[src/rtl/chrt_pkg.sv]
// shared types and codes for the client handle request table
// no dependencies; imported by chrt_ctrl, chrt_dpath and the top level
package chrt_pkg;

  // operation codes
  localparam logic OP_ISSUE = 1'b0;
  localparam logic OP_APPLY = 1'b1;

  // result status codes
  localparam logic [1:0] ST_OK         = 2'd0;
  localparam logic [1:0] ST_CONFLICT   = 2'd1;
  localparam logic [1:0] ST_FULL       = 2'd2;
  localparam logic [1:0] ST_BAD_HANDLE = 2'd3;

  // field widths fixed by the interface
  localparam int HANDLE_W = 5;
  localparam int DATA_W   = 32;

  // controller to datapath commands
  typedef struct packed {
    logic latch;   // capture the input beat
    logic decode;  // classify the item, do issue or request write
    logic key;     // capture own resource key, start the scan
    logic scan;    // compare one entry per cycle
    logic load;    // move the result into the output register
  } cmd_t;

  // datapath to controller status
  typedef struct packed {
    logic apply_ok;   // apply with a valid handle
    logic scan_done;  // conflict found or last entry checked
    logic out_free;   // output register can take a new beat
  } stat_t;

endpackage

[src/rtl/client_handle_request_table.sv]
// top level of the client handle request table
// depends on chrt_pkg, chrt_ctrl and chrt_dpath
//
// usage:
//  - input channel (in_valid / in_stall) carries one request beat: an issue
//    operation appends an entry for resource_key, an apply operation stores
//    request_value under handle and looks for a conflicting client
//  - output channel (out_valid / out_stall) returns exactly one result beat
//    per accepted input beat, in order
//  - sequence: an issue or a rejected apply goes from decode straight to the
//    result hand-off; a valid apply first fetches its own resource key and
//    then scans the table, reading one table entry per cycle from the
//    memories until a conflict is found or the last entry is checked
//  - throughput: one item at a time; in_stall is high from acceptance until
//    the result is in the output register
//  - the output register lets the next beat be accepted while a finished
//    result is still stalled; a new result waits until that one is taken
//  - reset clears the handle count, the issued bits and the output valid;
//    entry contents are written before they are ever read
module client_handle_request_table import chrt_pkg::*; #(
  parameter int MAX_CLIENTS = 16
) (
  input  logic                clk,
  input  logic                rst,
  // request channel
  input  logic                in_valid,
  output logic                in_stall,
  input  logic                operation,
  input  logic [DATA_W-1:0]   resource_key,
  input  logic [HANDLE_W-1:0] handle,
  input  logic [DATA_W-1:0]   request_value,
  // result channel
  output logic                out_valid,
  input  logic                out_stall,
  output logic [1:0]          status,
  output logic [HANDLE_W-1:0] assigned_handle,
  output logic [DATA_W-1:0]   request_echo,
  output logic [HANDLE_W-1:0] conflict_handle,
  output logic [DATA_W-1:0]   conflict_request,
  output logic [HANDLE_W-1:0] handle_count
);

  cmd_t  cmd;   // controller commands
  stat_t stat;  // datapath status

  // sequencer: accept, decode, key fetch, scan, result hand-off
  chrt_ctrl u_ctrl (
    .clk      (clk),
    .rst      (rst),
    .in_valid (in_valid),
    .in_stall (in_stall),
    .stat     (stat),
    .cmd      (cmd)
  );

  // table storage, conflict scan and output register
  chrt_dpath #(
    .MAX_CLIENTS (MAX_CLIENTS)
  ) u_dpath (
    .clk              (clk),
    .rst              (rst),
    .cmd              (cmd),
    .stat             (stat),
    .operation        (operation),
    .resource_key     (resource_key),
    .handle           (handle),
    .request_value    (request_value),
    .out_valid        (out_valid),
    .out_stall        (out_stall),
    .status           (status),
    .assigned_handle  (assigned_handle),
    .request_echo     (request_echo),
    .conflict_handle  (conflict_handle),
    .conflict_request (conflict_request),
    .handle_count     (handle_count)
  );

endmodule

[src/rtl/chrt_ctrl.sv]
// sequencing state machine for the client handle request table
// depends on chrt_pkg (cmd_t, stat_t)
module chrt_ctrl import chrt_pkg::*; (
  input  logic  clk,
  input  logic  rst,
  input  logic  in_valid,
  output logic  in_stall,
  input  stat_t stat,
  output cmd_t  cmd
);

  typedef enum logic [2:0] {
    S_IDLE,
    S_DECODE,
    S_KEY,
    S_SCAN,
    S_DONE
  } state_t;

  state_t state;

  always_ff @(posedge clk) begin
    if (rst) begin
      state <= S_IDLE;
    end else begin
      case (state)
        S_IDLE: begin
          if (in_valid) state <= S_DECODE;
        end
        S_DECODE: begin
          state <= stat.apply_ok ? S_KEY : S_DONE;
        end
        S_KEY: begin
          state <= S_SCAN;
        end
        S_SCAN: begin
          if (stat.scan_done) state <= S_DONE;
        end
        S_DONE: begin
          if (stat.out_free) state <= S_IDLE;
        end
        default: begin
          state <= S_IDLE;
        end
      endcase
    end
  end

  assign in_stall   = (state != S_IDLE);
  assign cmd.latch  = (state == S_IDLE) && in_valid;
  assign cmd.decode = (state == S_DECODE);
  assign cmd.key    = (state == S_KEY);
  assign cmd.scan   = (state == S_SCAN);
  assign cmd.load   = (state == S_DONE) && stat.out_free;

endmodule

[src/rtl/chrt_dpath.sv]
// entry storage, scan datapath and output register of the handle table
// depends on chrt_pkg (codes, widths, cmd_t, stat_t)
module chrt_dpath import chrt_pkg::*; #(
  parameter int MAX_CLIENTS = 16
) (
  input  logic                clk,
  input  logic                rst,
  input  cmd_t                cmd,
  output stat_t               stat,
  input  logic                operation,
  input  logic [DATA_W-1:0]   resource_key,
  input  logic [HANDLE_W-1:0] handle,
  input  logic [DATA_W-1:0]   request_value,
  output logic                out_valid,
  input  logic                out_stall,
  output logic [1:0]          status,
  output logic [HANDLE_W-1:0] assigned_handle,
  output logic [DATA_W-1:0]   request_echo,
  output logic [HANDLE_W-1:0] conflict_handle,
  output logic [DATA_W-1:0]   conflict_request,
  output logic [HANDLE_W-1:0] handle_count
);

  localparam int CNT_W = $clog2(MAX_CLIENTS + 1);
  localparam int IDX_W = (MAX_CLIENTS > 1) ? $clog2(MAX_CLIENTS) : 1;
  localparam int CMP_W = (CNT_W > HANDLE_W) ? CNT_W : HANDLE_W;

  // entry storage
  logic [DATA_W-1:0]      resource_mem [MAX_CLIENTS];
  logic [DATA_W-1:0]      request_mem  [MAX_CLIENTS];
  logic [MAX_CLIENTS-1:0] issued;
  logic [CNT_W-1:0]       count;

  // captured input beat
  logic                op_q;
  logic [DATA_W-1:0]   key_q;
  logic [HANDLE_W-1:0] hnd_q;
  logic [DATA_W-1:0]   req_q;

  // scan registers
  logic [DATA_W-1:0] res_rd;
  logic [DATA_W-1:0] req_rd;
  logic [IDX_W-1:0]  rd_idx;
  logic [DATA_W-1:0] self_key;

  // pending result
  logic [1:0]          res_status;
  logic [HANDLE_W-1:0] res_assigned;
  logic [DATA_W-1:0]   res_echo;
  logic [HANDLE_W-1:0] res_chandle;
  logic [DATA_W-1:0]   res_creq;

  logic             full;
  logic             bad;
  logic [IDX_W-1:0] self_idx;
  logic [IDX_W-1:0] cnt_idx;
  logic [CNT_W-1:0] count_next;
  logic             last;
  logic             match;
  logic             rd_en;
  logic [IDX_W-1:0] rd_addr;
  logic [CNT_W-1:0] hit_handle;

  assign full       = (count == CNT_W'(MAX_CLIENTS));
  assign bad        = (hnd_q == '0) || (CMP_W'(hnd_q) > CMP_W'(count));
  assign self_idx   = IDX_W'(hnd_q - 1'b1);
  assign cnt_idx    = IDX_W'(count);
  assign count_next = count + 1'b1;
  assign last       = (CNT_W'(rd_idx) == (count - 1'b1));
  assign match      = (rd_idx != self_idx) && issued[rd_idx] && (res_rd == self_key);
  assign hit_handle = CNT_W'(rd_idx) + 1'b1;

  assign stat.apply_ok  = (op_q == OP_APPLY) && !bad;
  assign stat.scan_done = match || last;
  assign stat.out_free  = !out_valid || !out_stall;

  // read address: own entry at decode, entry 0 at key, then walk upward
  always_comb begin
    rd_en   = 1'b0;
    rd_addr = rd_idx + 1'b1;
    if (cmd.decode) begin
      rd_en   = stat.apply_ok;
      rd_addr = self_idx;
    end else if (cmd.key) begin
      rd_en   = 1'b1;
      rd_addr = '0;
    end else if (cmd.scan) begin
      rd_en   = !last;
    end
  end

  // input capture
  always_ff @(posedge clk) begin
    if (cmd.latch) begin
      op_q  <= operation;
      key_q <= resource_key;
      hnd_q <= handle;
      req_q <= request_value;
    end
  end

  // memories: one write and one registered read per cycle each
  always_ff @(posedge clk) begin
    if (cmd.decode) begin
      if (op_q == OP_ISSUE) begin
        if (!full) begin
          resource_mem[cnt_idx] <= key_q;
          request_mem[cnt_idx]  <= '0;
        end
      end else if (!bad) begin
        request_mem[self_idx] <= req_q;
      end
    end
    if (rd_en) begin
      res_rd <= resource_mem[rd_addr];
      req_rd <= request_mem[rd_addr];
      rd_idx <= rd_addr;
    end
    if (cmd.key) self_key <= res_rd;
  end

  // count and issued bits
  always_ff @(posedge clk) begin
    if (rst) begin
      count  <= '0;
      issued <= '0;
    end else if (cmd.decode) begin
      if (op_q == OP_ISSUE) begin
        if (!full) begin
          issued[cnt_idx] <= 1'b0;
          count           <= count_next;
        end
      end else if (!bad) begin
        issued[self_idx] <= 1'b1;
      end
    end
  end

  // result assembly
  always_ff @(posedge clk) begin
    if (cmd.decode) begin
      res_assigned <= '0;
      res_echo     <= '0;
      res_chandle  <= '0;
      res_creq     <= '0;
      if (op_q == OP_ISSUE) begin
        if (!full) begin
          res_status   <= ST_OK;
          res_assigned <= HANDLE_W'(count_next);
        end else begin
          res_status <= ST_FULL;
        end
      end else if (bad) begin
        res_status <= ST_BAD_HANDLE;
      end else begin
        res_status <= ST_OK;
        res_echo   <= req_q;
      end
    end else if (cmd.scan && match) begin
      res_status  <= ST_CONFLICT;
      res_chandle <= HANDLE_W'(hit_handle);
      res_creq    <= req_rd;
    end
  end

  // output register
  always_ff @(posedge clk) begin
    if (rst) begin
      out_valid <= 1'b0;
    end else if (cmd.load) begin
      out_valid <= 1'b1;
    end else if (!out_stall) begin
      out_valid <= 1'b0;
    end
  end

  always_ff @(posedge clk) begin
    if (cmd.load) begin
      status           <= res_status;
      assigned_handle  <= res_assigned;
      request_echo     <= res_echo;
      conflict_handle  <= res_chandle;
      conflict_request <= res_creq;
      handle_count     <= HANDLE_W'(count);
    end
  end

endmodule
[config.mk]
export PLATFORM = sky130hd
export DESIGN_NAME = client_handle_request_table
export DESIGN_NICKNAME = d
export VERILOG_FILES = /design/src/rtl/chrt_pkg.sv /design/src/rtl/client_handle_request_table.sv /design/src/rtl/chrt_ctrl.sv /design/src/rtl/chrt_dpath.sv
export SDC_FILE = /design/constraint.sdc
export NUM_CORES = 2
export LEC_CHECK = 0
export ABC_AREA = 1
export BUFFER_PORTS_ARGS = -buffer_cell sky130_fd_sc_hd__buf_2
export CORE_UTILIZATION = 60
export DETAILED_ROUTE_END_ITERATION = 8
export PLACE_DENSITY = 0.81
export SLEW_MARGIN = 20
export SYNTH_ARGS = -nofsm -noshare
export SYNTH_HDL_FRONTEND = slang
export SYNTH_SLANG_ARGS = --single-unit
[constraint.sdc]
create_clock -name clk -period 7.2 [get_ports clk]
set_clock_uncertainty 0.1 [all_clocks]
set_input_delay 0.72 -clock clk [delete_from_list [all_inputs] [get_ports clk]]
set_output_delay 0.72 -clock clk [all_outputs]
set_load 0.03 [all_outputs]
==> impl_metrics.toml <==
[cells_and_area]
final_cell_count_no_fill = 5787
fin_area_mm2 = 0.0616
areaGrowthSynthToFinish_pct = 11.6
fill_cells = 5868
insertedDiodeCount = 0
fin_nets = 4595
drive_above_1_share = 0.100

[route]
num_vias = 34800
drt-total-wl_mm = 128
first_pass_iters = 6
wl_per_cell_um = 22.1
drt-initial-drc-count = 4690
drcViolationCount = 0
drtAntennaViolNets = 0
via_per_inst = 6.01

[job]
max_cap_viol_count = 0

[place]
post-place-ws_ns = 2.31
dp_hpwl_mm = 67.8
gp_congestion = 0.896
io_buffers = 156
place_area_mm2 = 0.0573
place_inst = 5544

[worst_setup_path]
cp_common_cell = "buf_4"
arrival_ns = 5.33
critPathMaxFanout = 23
cp-end-kind = "flip-flop"
cp.required_ns = 7.52
worstSetupStartpointType = "flip-flop"
worstSetupPathType = "reg2reg"
reg2reg_slack_ns = 2.19
crit_slowest_cell = "nor2_4"
cp_slowest_stage_delay_ns = 0.91
path_cells = "clkinv_1 -> ha_1 -> nand2_1 -> inv_1 -> o21ai_1 -> nand3_1 -> a21oi_2 -> nand3_2 -> buf_4 -> nand2_1 -> buf_4 -> nand3_1 -> nor2_4 -> buf_4"

[yosys]
yosysMostFrequentCell = "edfxtp_1"
avgSynthCellArea_um2 = 12.5
netlist.area_leader.share = 0.715
ys_seq_area_frac = 0.737
synth_edf_count = 1314
synth_cell_types = 30
synthTopCellsByArea = "edfxtp_1, o211ai_1, nand2_1, inv_1, nand3_1"
netlist_top_cells_count = "edfxtp_1, nand2_1, inv_1"
synth.cell_area_mm2 = 0.0552
synthCells = 4402
ys.flop_type = "edfxtp_1"
synthArstFlopShare = 0
yosys.area.top_type = "edfxtp_1"
yosysWarnings = 0
synth_seq_cells = 1376
syn_nets = 4491

[global_routing]
antenna_found_initial = 3
grt.total_usage = 0.275
grt_max_degree = 239
overflow = 0
grt_pass1_vias = 33800
grt_pass1_wl_mm = 194

[die]
die_w_um = 305
die_h_um = 305
die_area_mm2 = 0.0932
core_area_mm2 = 0.0906
rows = 110
io-pin-count = 157
floorplan.initialDensity = 0.610

[sta]
timing.final.ws_setup_ns = 2.19
holdWs_ns = 0.0437
relSlewSlack = 0.289
rsz0062_at_grt = "false"
fin_crit_sh = 0.696
fmax_mhz = 200
layout_min_cycle_time_ns = 5.01
setup_viol = 0
setup_tns_ns = 0
finalMaxSlewViolations = 0
hold_viol = 0
worstMarginPinSlew_ns = 1.06

[cts]
clock_path_buffers = 3
tritoncts = "built"
post_cts_buffers = 0
clk_pin_slew_ns = 0.06
clk_latency_ns = 0.75
numCtsBuffers = 136
cts_sinks = 1376
htree_levels = 4
cts_hold_buf = 0
post_cts_resized = 0
clockRootBuffer = "clkbuf_16"

[run_status]
outcome = "complete, no violations"

[power_and_ir_drop]
p_per_area_mw_per_mm2 = 318
peakVddDrop_v = 0.000241
p_leak_nw = 22.7

[min_path]
hold_path.class = "in2reg"
layout by cell type, fill, tap and decap left out, drive strengths merged:
cell type / Yosys / routed
or2: 1 / 1
o211ai: 512 / 512
a21oi: 64 / 64
bufinv: 0 / 7
nand4: 47 / 47
nand2: 814 / 814
xnor2: 2 / 2
clkinv: 2 / 46
o22ai: 4 / 4
clkinvlp: 0 / 1
nor2: 176 / 176
o21ai: 22 / 22
inv: 637 / 639
dfxtp: 62 / 62
clkbuf: 116 / 189
edfxtp: 1314 / 1314
nand3: 460 / 460
xor2: 10 / 10
buf: 141 / 223
nor3: 3 / 3
ha: 15 / 15
final cells by class:
| type | count | area (um2) | share of cell area |
|---|---|---|---|
| inverters | 639 | 2410 | 0.0391 |
| flip-flops and latches | 1376 | 40700 | 0.661 |
| multi-input cells | 2130 | 11300 | 0.183 |
| clock inverters | 54 | 483 | 0.00784 |
| well taps | 1176 | 1470 | 0.0239 |
| clock buffers | 189 | 3790 | 0.0616 |
| repair buffers | 223 | 1460 | 0.0236 |
path summary, 6_finish.rpt:
kind | start | end | cells past startpoint
worst max-delay path | u_dpath.count[2]$_SDFFE_PP0P_ | u_dpath.request_mem[10][9]$_DFFE_PP_ | 14
worst min-delay path | resource_key[17] | u_dpath.key_q[17]$_DFFE_PP_ | 1
worst max register to register | u_dpath.count[2]$_SDFFE_PP0P_ | u_dpath.request_mem[10][9]$_DFFE_PP_ | 14
worst min register to register | u_dpath.res_echo[24]$_SDFFCE_PP0P_ | u_dpath.request_echo[24]$_DFFE_PP_ | 0
worst max-delay path: cells and delay by family (launching register included):
kind,cells,cell delay (ns)
buffers and inverters,5,1.30
and+or+nand+nor,6,1.77
adders and majority gates,1,0.40
AOI/OAI and AO/OA,2,0.50
DFF,1,0.61
sequential cells by signal, indices dropped and copies added, names as in the netlist, 16 cells and up:
register	flops
u_dpath.request_mem	512
u_dpath.resource_mem	512
u_dpath.conflict_request	32
u_dpath.key_q	32
u_dpath.req_q	32
u_dpath.req_rd	32
u_dpath.request_echo	32
u_dpath.res_creq	32
u_dpath.res_echo	32
u_dpath.res_rd	32
u_dpath.self_key	32
u_dpath.issued	16
through the flow:
stage	util	power [W]
finish	0.680	0.0196
global route	0.680	0.0203
CTS	0.680	0.0196
detailed placement	0.633	0.0129
global placement	0.632	0.0128
floorplan	-	0.0119
report_power, final:
part / leakage, nW / switching, W / internal (W)
combinational: 8.74 / 0.00245 / 0.000918
sequential: 11.8 / 0.000193 / 0.00923
clock: 2.09 / 0.00289 / 0.00393
total: 22.7 / 0.00554 / 0.0141
layer usage:
| metal | track usage | vias to the layer above | share of wire |
|---|---|---|---|
| li1 | - | 15800 | - |
| met1 | 0.377 | 16700 | 0.39 |
| met2 | 0.441 | 1969 | 0.47 |
| met3 | 0.0521 | 291 | 0.11 |
| met4 | 0.104 | 2 | 0.031 |
| met5 | 0 | - | 0.00015 |
cell families (layout without fill, tap and decap cells):
logic type,count (synthesis),in the layout,synth area share
fa+ha+maj,15,15,0.00340
flops,1376,1376,0.737
simple gates,1501,1501,0.115
xor+xnor,12,12,0.00190
compound gates,602,602,0.0782
buf+inv,896,1105,0.0640
Power figures use the tool's default switching activity.
